==> config.mk <==
export PLATFORM = sky130hd
export DESIGN_NAME = tcw_sequencer
export DESIGN_NICKNAME = d
export VERILOG_FILES = /design/src/rtl/tcw_pkg.sv /design/src/rtl/tcw_sequencer.sv
export SDC_FILE = /design/constraint.sdc
export NUM_CORES = 1
export LEC_CHECK = 0
export ABC_AREA = 1
export BUFFER_PORTS_ARGS = -buffer_cell sky130_fd_sc_hd__buf_2
export CORE_MARGIN = 2
export CORE_UTILIZATION = 60
export DETAILED_ROUTE_END_ITERATION = 8
export GPL_ROUTABILITY_DRIVEN = 0
export PLACE_DENSITY = 0.85
export SYNTH_ARGS = -nofsm -noshare
export SYNTH_HDL_FRONTEND = slang
export SYNTH_SLANG_ARGS = --single-unit
==> constraint.sdc <==
create_clock -name i_clk -period 4 [get_ports i_clk]
set_input_delay 0.8 -clock i_clk [delete_from_list [all_inputs] [get_ports i_clk]]
set_output_delay 0.8 -clock i_clk [all_outputs]
set_load 0.01 [all_outputs]
==> src/rtl/tcw_pkg.sv <==
// ----------------------------------------------------------------------------
// tcw_pkg: shared types, codes and microprogram of the text console writer
// Holds the byte codes, the field widths, the control word layout and the
// read-only microprogram that the sequencer steps through.
// ----------------------------------------------------------------------------
package tcw_pkg;

    localparam int DEF_COLUMNS = 80;
    localparam int DEF_ROWS    = 25;

    localparam int COL_FIELD_W = 7;
    localparam int ROW_FIELD_W = 5;

    localparam logic [1:0] MODE_PUT   = 2'd0;
    localparam logic [1:0] MODE_CLEAR = 2'd1;
    localparam logic [1:0] MODE_READ  = 2'd2;

    localparam logic [7:0] CHAR_NEWLINE   = 8'd10;
    localparam logic [7:0] CHAR_BACKSPACE = 8'd8;
    localparam logic [7:0] BLANK_CHAR     = 8'h20;
    localparam logic [7:0] BLANK_COLOR    = 8'h0F;

    typedef logic [4:0] t_op;
    typedef logic [3:0] t_cond;
    typedef logic [4:0] t_step;

    // datapath actions
    localparam t_op OP_NOP         = 5'd0;
    localparam t_op OP_FETCH       = 5'd1;
    localparam t_op OP_CUR_DEC     = 5'd2;
    localparam t_op OP_PHYS_CUR    = 5'd3;
    localparam t_op OP_PHYS_READ   = 5'd4;
    localparam t_op OP_BASE        = 5'd5;
    localparam t_op OP_FILL_WR     = 5'd6;
    localparam t_op OP_SET_VALID   = 5'd7;
    localparam t_op OP_WR_CELL     = 5'd8;
    localparam t_op OP_WR_BS       = 5'd9;
    localparam t_op OP_CR          = 5'd10;
    localparam t_op OP_SCROLL      = 5'd11;
    localparam t_op OP_ROW_INC     = 5'd12;
    localparam t_op OP_CLEAR       = 5'd13;
    localparam t_op OP_RD          = 5'd14;
    localparam t_op OP_RD_CAPTURE  = 5'd15;
    localparam t_op OP_FINISH      = 5'd16;

    // jump conditions
    localparam t_cond C_NEVER        = 4'd0;
    localparam t_cond C_ALWAYS       = 4'd1;
    localparam t_cond C_NO_ACCEPT    = 4'd2;
    localparam t_cond C_IS_CLEAR     = 4'd3;
    localparam t_cond C_IS_READ      = 4'd4;
    localparam t_cond C_NOT_PUT      = 4'd5;
    localparam t_cond C_IS_NL        = 4'd6;
    localparam t_cond C_NOT_BS       = 4'd7;
    localparam t_cond C_X_ZERO       = 4'd8;
    localparam t_cond C_ROW_VALID    = 4'd9;
    localparam t_cond C_FILL_MORE    = 4'd10;
    localparam t_cond C_NO_WRAP      = 4'd11;
    localparam t_cond C_NOT_LAST_ROW = 4'd12;
    localparam t_cond C_IS_BS        = 4'd13;
    localparam t_cond C_READ_OOR     = 4'd14;
    localparam t_cond C_OUT_BUSY     = 4'd15;

    // program labels
    localparam t_step S_FETCH   = 5'd0;
    localparam t_step S_PUT     = 5'd8;
    localparam t_step S_FILL    = 5'd10;
    localparam t_step S_WRITE   = 5'd12;
    localparam t_step S_NEWLINE = 5'd14;
    localparam t_step S_DOWN    = 5'd16;
    localparam t_step S_BS_WR   = 5'd17;
    localparam t_step S_CLEAR   = 5'd18;
    localparam t_step S_READ    = 5'd19;
    localparam t_step S_DONE    = 5'd24;

    typedef struct packed {
        t_op   op;
        t_cond cond;
        t_step target;
    } t_uword;

    typedef struct packed {
        logic is_clear;
        logic is_read;
        logic not_put;
        logic is_nl;
        logic is_bs;
        logic x_zero;
        logic row_valid;
        logic fill_more;
        logic no_wrap;
        logic not_last_row;
        logic read_oor;
    } t_dp_flags;

    typedef struct packed {
        logic [COL_FIELD_W-1:0] cursor_col;
        logic [ROW_FIELD_W-1:0] cursor_row;
        logic [7:0]             cell_char;
        logic [7:0]             cell_color;
        logic                   scrolled;
    } t_result;

    // Jump taken: go to target, else fall through to the next step.
    function automatic t_uword ucode_rom(input t_step step);
        t_uword w;
        case (step)
            5'd0:  w = '{OP_FETCH,      C_NO_ACCEPT,    S_FETCH};
            5'd1:  w = '{OP_NOP,        C_IS_CLEAR,     S_CLEAR};
            5'd2:  w = '{OP_NOP,        C_IS_READ,      S_READ};
            5'd3:  w = '{OP_NOP,        C_NOT_PUT,      S_DONE};
            5'd4:  w = '{OP_NOP,        C_IS_NL,        S_NEWLINE};
            5'd5:  w = '{OP_NOP,        C_NOT_BS,       S_PUT};
            5'd6:  w = '{OP_NOP,        C_X_ZERO,       S_DONE};
            5'd7:  w = '{OP_CUR_DEC,    C_NEVER,        S_FETCH};
            5'd8:  w = '{OP_PHYS_CUR,   C_NEVER,        S_FETCH};
            5'd9:  w = '{OP_BASE,       C_ROW_VALID,    S_WRITE};
            5'd10: w = '{OP_FILL_WR,    C_FILL_MORE,    S_FILL};
            5'd11: w = '{OP_SET_VALID,  C_NEVER,        S_FETCH};
            5'd12: w = '{OP_NOP,        C_IS_BS,        S_BS_WR};
            5'd13: w = '{OP_WR_CELL,    C_NO_WRAP,      S_DONE};
            5'd14: w = '{OP_CR,         C_NOT_LAST_ROW, S_DOWN};
            5'd15: w = '{OP_SCROLL,     C_ALWAYS,       S_DONE};
            5'd16: w = '{OP_ROW_INC,    C_ALWAYS,       S_DONE};
            5'd17: w = '{OP_WR_BS,      C_ALWAYS,       S_DONE};
            5'd18: w = '{OP_CLEAR,      C_ALWAYS,       S_DONE};
            5'd19: w = '{OP_NOP,        C_READ_OOR,     S_DONE};
            5'd20: w = '{OP_PHYS_READ,  C_NEVER,        S_FETCH};
            5'd21: w = '{OP_BASE,       C_NEVER,        S_FETCH};
            5'd22: w = '{OP_RD,         C_NEVER,        S_FETCH};
            5'd23: w = '{OP_RD_CAPTURE, C_NEVER,        S_FETCH};
            5'd24: w = '{OP_FINISH,     C_OUT_BUSY,     S_DONE};
            5'd25: w = '{OP_NOP,        C_ALWAYS,       S_FETCH};
            default: w = '{OP_NOP,      C_ALWAYS,       S_FETCH};
        endcase
        return w;
    endfunction

endpackage

==> src/rtl/tcw_sequencer.sv <==
// ----------------------------------------------------------------------------
// tcw_sequencer: microprogram step counter
// Reads one control word per step from the microprogram, issues its action
// and either jumps to its target or advances to the next step.
// ----------------------------------------------------------------------------
module tcw_sequencer (
    input  logic               i_clk,
    input  logic               i_rst_n,
    input  tcw_pkg::t_dp_flags i_flags,
    input  logic               i_accept,
    input  logic               i_out_busy,
    output tcw_pkg::t_op       o_op
);
    import tcw_pkg::*;

    t_step  r_step;
    t_step  n_step;
    t_uword w_word;
    logic   w_take;

    assign w_word = ucode_rom(r_step);
    assign o_op   = w_word.op;

    always_comb begin
        case (w_word.cond)
            C_NEVER:        w_take = 1'b0;
            C_ALWAYS:       w_take = 1'b1;
            C_NO_ACCEPT:    w_take = !i_accept;
            C_IS_CLEAR:     w_take = i_flags.is_clear;
            C_IS_READ:      w_take = i_flags.is_read;
            C_NOT_PUT:      w_take = i_flags.not_put;
            C_IS_NL:        w_take = i_flags.is_nl;
            C_NOT_BS:       w_take = !i_flags.is_bs;
            C_X_ZERO:       w_take = i_flags.x_zero;
            C_ROW_VALID:    w_take = i_flags.row_valid;
            C_FILL_MORE:    w_take = i_flags.fill_more;
            C_NO_WRAP:      w_take = i_flags.no_wrap;
            C_NOT_LAST_ROW: w_take = i_flags.not_last_row;
            C_IS_BS:        w_take = i_flags.is_bs;
            C_READ_OOR:     w_take = i_flags.read_oor;
            C_OUT_BUSY:     w_take = i_out_busy;
            default:        w_take = 1'b0;
        endcase
    end

    assign n_step = w_take ? w_word.target : r_step + 1'b1;

    always_ff @(posedge i_clk) begin
        if (!i_rst_n) begin
            r_step <= S_FETCH;
        end else begin
            r_step <= n_step;
        end
    end

endmodule

==> results of run 1 <==
[final cells by class]
| class | instances | area [um2] | area share [%] |
|---|---|---|---|
| Clock buffer | 4 | 26.28 | 1.638 |
| Inverter | 27 | 103.9 | 6.474 |
| Multi-Input combinational cell | 175 | 960.9 | 59.91 |
| Sequential cell | 19 | 380.4 | 23.71 |
| Tap cell | 30 | 37.54 | 2.340 |
| Timing Repair Buffer | 19 | 95.09 | 5.928 |
[worst max-delay path by stage]
| stage | from | to | cells after the start |
|---|---|---|---|
| 6_report | w_word[6] | w_word[5] | 18 |
| 5_1_grt | w_word[6] | w_word[5] | 18 |
| 4_1_cts | w_word[6] | w_word[5] | 18 |
| 3_5_place_dp | i_flags[2] | w_word[5] | 18 |
| 3_3_place_gp | i_flags[6] | w_word[5] | 19 |
| 2_1_floorplan | i_flags[2] | w_word[5] | 17 |
[power breakdown]
group / internal, mW / switching, mW
combinational: 0.358 / 0.699
sequential: 0.273 / 0.0639
clock: 0.0389 / 0.0574
total: 0.669 / 0.820
[sequential cells by signal (all words and copies together), names as in the netlist]
signal  flops
w_word     14
r_step      5
[worst register-to-register path, delay by kind of cell (launching register included)]
kind | cells | cell delay, ns
buffers and inverters | 2 | 0.18
adder cells (fa/ha/maj) | 1 | 0.29
AND/OR/NAND/NOR | 15 | 1.33
flip-flops | 1 | 0.62
[kinds of logic after synthesis]
family,share of synthesized area [%]
AND/OR/NAND/NOR,48.18
buffers and inverters,13.20
flip-flops,24.62
AO/OA/AOI/OAI,5.021
adder cells (fa/ha/maj),7.288
XOR/XNOR,1.701
[per-layer routing]
layer / up-vias / share of wire (%) / global-route usage, % / wire length, um
met2: 40 / 48 / 40.67 / 1391
met3: 5 / 4.3 / 1.913 / 123
met4: 0 / 1.8 / 11.25 / 53
met5: - / 0 / 0 / 0
li1: 754 / - / - / -
met1: 611 / 45 / 25.12 / 1304
[stage by stage]
step                      cells  util (%)  hold slack (ns)  instance area, um2  power [mW]
after floorplan             233         -           0.5355                1545       1.270
after global placement      270     64.27           0.5686                1578       1.379
after detailed placement    270     64.27           0.5677                1578       1.395
after CTS                   274     65.34           0.5812                1604       1.493
after global routing        274     65.34           0.6372                1604       1.678
final                       274     65.34           0.5763                1604       1.489
[placed cells by master, fill, tap and decap left out]
master / n
buf_2: 19
nor3_1: 1
o21bai_1: 1
o21ai_1: 6
nand2_2: 7
nand2_1: 78
inv_2: 6
nand3_1: 28
o211ai_1: 1
clkbuf_1: 1
and2_1: 1
nor2_8: 1
dfxtp_1: 19
o21a_1: 1
nor2_4: 4
nand3_2: 4
nand3_4: 2
xor2_1: 3
nor2_2: 7
nor2_1: 13
nand4_1: 2
nand3b_2: 1
inv_4: 1
a21oi_1: 5
inv_1: 20
clkbuf_4: 3
ha_1: 9
[synth_stat cells (all sizes together)]
| library cell | number | share of area, % |
|---|---|---|
| a21oi | 5 | 1.6 |
| and2 | 1 | 0.41 |
| buf | 12 | 6.5 |
| dfxtp | 19 | 25 |
| ha | 9 | 7.3 |
| inv | 27 | 6.7 |
| nand2 | 85 | 22 |
| nand3 | 34 | 14 |
| nand3b | 1 | 0.73 |
| nand4 | 2 | 0.81 |
| nor2 | 25 | 10 |
| nor3 | 1 | 0.32 |
| o211ai | 1 | 0.49 |
| o21a | 1 | 0.49 |
| o21ai | 6 | 1.9 |
| o21bai | 1 | 0.49 |
| xor2 | 3 | 1.7 |
==> results by group, run 1 <==
Worst setup path
  • CP top delay family: simple AND/OR/NAND/NOR gates
  • Reg2Reg Setup Slack: 1.47 ns
  • CP most frequent cell: nand2_1
  • Worst r2r src: w_word[6]
  • Endpoint class of the critical path: flip-flop
  • Max FO, Critical Path: 10
  • CP Launch Type: flip-flop
  • R2R depth: 18
  • Worst path bufs/invs: 2
  • Critical Path RT: 4.21 ns
  • Critical setup path kind: reg2reg
  • Crit path DAT: 2.73 ns
  • R2r endpoint: w_word[5]
  • Critical path's slowest cell: dfxtp_1
  • Slowest stage delay, CP: 0.62 ns
  • CP cell instances: inv_2 -> nand3_2 -> nand2_1 -> nor2_1 -> nor2_2 -> nor2_4 -> nand2_2 -> nand2_1 -> nand2_1 -> nor2_2 -> ha_1 -> inv_1 -> nand4_1 -> nand2_1 -> nand2_1 -> nand2_1 -> nand2_1 -> nand2_1

Hold path
  • Hold Startpoint: w_word[1]
  • Hold Path Class: reg2reg
  • WHS Path Cells: 4
  • WHS Endpoint: r_step[1]

Clock tree
  • CTS tree: built
  • Htree depth: 1
  • CTS Buffer Depth: 2
  • Clk_lat worst skew: 0.30 ns
  • CTS Sinks: 19
  • Setup Buffers After CTS: 0
  • Hold Buf Count CTS: 0
  • Clk root buf: clkbuf_4
  • Post-CTS resize count: 0
  • TritonCTS Buffers: 3
  • CTS clk-pin slew, worst paths: 0.10 ns

STA
  • Setup Viol. Count Final: 0
  • Final period utilization: 63.18%
  • Fmax: 395.7 MHz
  • Max Slew Vio Count: 0
  • Actual slew at the worst max-slew pin: 0.4635 ns
  • Fin. Hold Viols: 0
  • Fin Setup TNS: 0 ns
  • Unrepaired setup endpoints after global routing: false
  • Tmin final: 2.527 ns
  • Layout Skew: 0.001520 ns
  • Slew HR: 69.06%
  • Fin worst setup slack: 1.473 ns

Global route
  • Tot GR Track Use: 22.17%
  • Initial antenna violation count: 0
  • Total gr overflow: 0
  • Vias in the first global route: 1207
  • First-pass GRT wire length: 4.788 mm
  • Largest net degree at the start of global routing: 19

Pwr
  • Pwr Density: 928.3 nW/um2
  • VDD IR max: 605.1 uV
  • Leakage: 0.8929 nW

Yosys
  • Synthesized netlist cell count: 233
  • YS warnings: 0
  • Seq/Total Area, Yosys: 24.62%
  • Syn Area/Cell: 6.632 um2
  • Netlist Area Pre-Place: 1545 um2
  • Synth Register Bits: 19
  • Syn nets: 257
  • Count of cell types in the netlist: 27

Floorplan
  • Die width: 54.75 um
  • Starting density of the core: 62.95%
  • Die Ht: 54.75 um
  • Core Area: 2455 um2
  • Rows: 18
  • Die footprint: 2998 um2
  • Boundary Pins: 20

Routing
  • Vias: 1410
  • Remaining DRCs: 0
  • Via-to-Cell Ratio: 5.146
  • DR WL/cell: 10.49 um
  • Post-DRT Antenna Nets: 0
  • DRC marker count from the first detailed-route iteration: 45
  • Drt first pass iters: 4
  • Wirelength, routed: 2.873 mm

Layout
  • Layout cell share with drive strength beyond 1: 22.54%
  • Diode count: 0
  • Nets: 269
  • Layout area overhead: 3.806%
  • Filler cells: 246

Place
  • HPWL after detailed placement: 2.274 mm
  • I/O Buffers: 19
  • DP Worst Slack: 1.273 ns

Status
  • Outcome: finished, final reports clean

Job
  • Max Cap Viol: 0
Note: power is estimated with default switching activity, not from simulation.
==> run 2, diff against run 1 <==
ABC_AREA = 0   (was 1)
CORE_UTILIZATION = 52   (was 60)
PLACE_DENSITY = 0.79   (was 0.85)
clock period = 2.1 ns   (was 4 ns; I/O delays follow)
==> run 2 against run 1 <==
Against the previous run:
- worst setup slack got worse by 2.3 ns
- synthesized area increased by 0.89%
- critical path depth decreased by 8
- die area increased by 15%
- worst hold slack got worse by 0.053 ns
- wire length increased by 130%
- the run now ends with design-rule violations, negative setup slack left
- non-clock buffer count increased by 71
- fmax decreased by 14%
- global-route usage increased by 18 points
==> results by group, run 2 <==
Routing
  • DRC marker count from the first detailed-route iteration: 214
  • Wirelength, routed: 6.746 mm
  • Post-DRT Antenna Nets: 0
  • Vias: 2027
  • DR WL/cell: 23.10 um
  • Remaining DRCs: 4
  • Drt first pass iters: 7
  • Via-to-Cell Ratio: 6.942

Yosys
  • YS warnings: 0
  • Synthesized netlist cell count: 178
  • Netlist Area Pre-Place: 1559 um2
  • Share of the synthesized area in the top cell type: 24.40%
  • Syn Area/Cell: 8.758 um2
  • Cell taking the most area after synthesis: dfxtp_1
  • Synth Register Bits: 19
  • Syn nets: 202
  • Commonest cells in the netlist: dfxtp_1 (19), nand2_1 (11), inv_1 (10), nand3_1 (10)
  • Dominant cell by count in the synthesized netlist: dfxtp_1
  • Seq/Total Area, Yosys: 24.40%
  • Top_reg_cell synth: dfxtp_1
  • Count of cell types in the netlist: 61
  • Async S/R FF share, synth: 0%
  • Post-synth EDFFs: 0
  • Ranking of synthesized cells by area: dfxtp_1 (24%), ha_1 (7.2%), nand3_1 (3.2%)

Place
  • I/O Buffers: 19
  • DP Worst Slack: -0.8034 ns
  • HPWL after detailed placement: 4.109 mm

STA
  • Setup Viol. Count Final: 18
  • Final period utilization: 140.1%
  • Fin. Hold Viols: 0
  • Actual slew at the worst max-slew pin: 0.7670 ns
  • Tmin final: 2.942 ns
  • Unrepaired setup endpoints after global routing: true
  • Hold Worst Slack: 0.5232 ns
  • Max Slew Vio Count: 0
  • Fin worst setup slack: -0.8417 ns
  • Fin Setup TNS: -10.03 ns
  • Slew HR: 48.43%
  • Fmax: 339.9 MHz
  • Layout Skew: 0.02247 ns

Status
  • Outcome: finished, violations left
  • Failing checks: design-rule violations, negative setup slack

Floorplan
  • Boundary Pins: 20
  • Die width: 58.76 um
  • Rows: 19
  • Die Ht: 58.76 um
  • Core Area: 2805 um2
  • Starting density of the core: 55.58%
  • Die footprint: 3452 um2

Layout
  • Nets: 286
  • Layout cell share with drive strength beyond 1: 57.85%
  • Filler cells: 131
  • Most frequent cells in the layout: buf_4 (59), buf_2 (19), dfxtp_1 (16)
  • Sequential cell area: 386.6 um2
  • Diode count: 0
  • Most common cell after layout, fill and taps aside: buf_4
  • Final core utilization: 88.14%
  • Layout area overhead: 58.59%
  • Max reg flops: 14
  • Multi-input combinational cell area: 1279 um2

Global route
  • Initial antenna violation count: 0
  • First-pass GRT wire length: 10.23 mm
  • Vias in the first global route: 2035
  • Tot GR Track Use: 40.49%
  • Largest net degree at the start of global routing: 13
  • Total gr overflow: 0

Hold path
  • Hold Path Class: in2reg

Clock tree
  • Clk_lat worst skew: 0.33 ns
  • Clk root buf: clkbuf_4
  • CTS tree: built
  • Hold Buf Count CTS: 0
  • CTS Sinks: 19
  • TritonCTS Buffers: 3
  • CTS clk-pin slew, worst paths: 0.13 ns
  • CTS Buffer Depth: 2
  • Htree depth: 1

Worst setup path
  • Critical Path RT: 2.37 ns
  • CP most frequent cell: o31ai_4
  • CP top delay family: compound AO/OA/AOI/OAI gates
  • CP Launch Type: flip-flop
  • CP cell instances: mux2_4 -> o31ai_4 -> buf_6 -> o31ai_4 -> or3_4 -> a21oi_4 -> inv_2 -> ha_4 -> a222oi_1 -> o211a_1
  • Slowest stage delay, CP: 0.46 ns
  • Endpoint class of the critical path: flip-flop
  • Critical setup path kind: reg2reg
  • Crit path DAT: 3.21 ns
  • Max FO, Critical Path: 7
  • Critical path's slowest cell: a222oi_1
  • Worst path bufs/invs: 2

Job
  • Max Cap Viol: 0
-- run 2: worst register-to-register path, cell delays in order (launching register included) --
cell and delay, ns:
dfxtp_4 0.42, mux2_4 0.33, o31ai_4 0.27, buf_6 0.16, o31ai_4 0.06, or3_4 0.36, a21oi_4 0.31, inv_2 0.11
ha_4 0.18, a222oi_1 0.46, o211a_1 0.23
-- run 2: cells by family (layout without fill, tap and decap cells) --
kind of cell | after synthesis | in the layout | share of synthesized area, %
DFF | 19 | 19 | 24.40
xor gates and xnor gates | 5 | 5 | 2.810
adders and majority gates | 9 | 9 | 7.223
buffers and inverters | 26 | 109 | 7.945
AOI/OAI and AO/OA | 57 | 57 | 31.54
and+or+nand+nor | 55 | 55 | 19.26
muxes | 7 | 7 | 6.822
-- run 2: per-layer routing --
layer  up-vias  track usage (%)  wire [um]
met5         -                0          0
met3        55            8.571        743
met2       171            68.89       3301
met1       946            46.13       2245
met4         0            24.35        456
li1        855                -          -
-- run 2: per-stage QoR --
step	instances	cell area, um2
3_5_place_dp	271	2082
5_1_grt	292	2472
3_3_place_gp	271	2082
2_1_floorplan	178	1610
6_report	292	2472
4_1_cts	290	2394
-- run 2: worst paths after layout --
check	startpoint	end	slack (ns)	cells after the start
worst max-delay path	w_word[5]	w_word[5]	-0.84	10
worst min-delay path	i_rst_n	r_step[0]	0.52	3
worst max register to register	w_word[5]	w_word[5]	-0.84	10
worst min register to register	w_word[0]	r_step[0]	0.61	3
-- run 2: cell type report --
| cell class | instances | share of cell area [%] |
|---|---|---|
| Clock buffer | 3 | 0.9109 |
| Clock inverter | 1 | 0.2024 |
| Timing Repair Buffer | 90 | 27.23 |
| Inverter | 15 | 2.733 |
| Multi-Input combinational cell | 133 | 51.72 |
| Sequential cell | 19 | 15.64 |
| Tap cell | 31 | 1.569 |
-- run 2: what timing repair did --
| action | CTS | global route |
|---|---|---|
| setup buffers | 16 | 2 |
| gates resized for setup | 40 | 15 |
| pin swaps | 20 | 7 |
| setup endpoints to repair | 18 | 18 |
| cloned | 0 | 0 |
Power of run 2 is not shown: default switching activity piles up to over one toggle a cycle in this logic, so the estimate is an artifact.
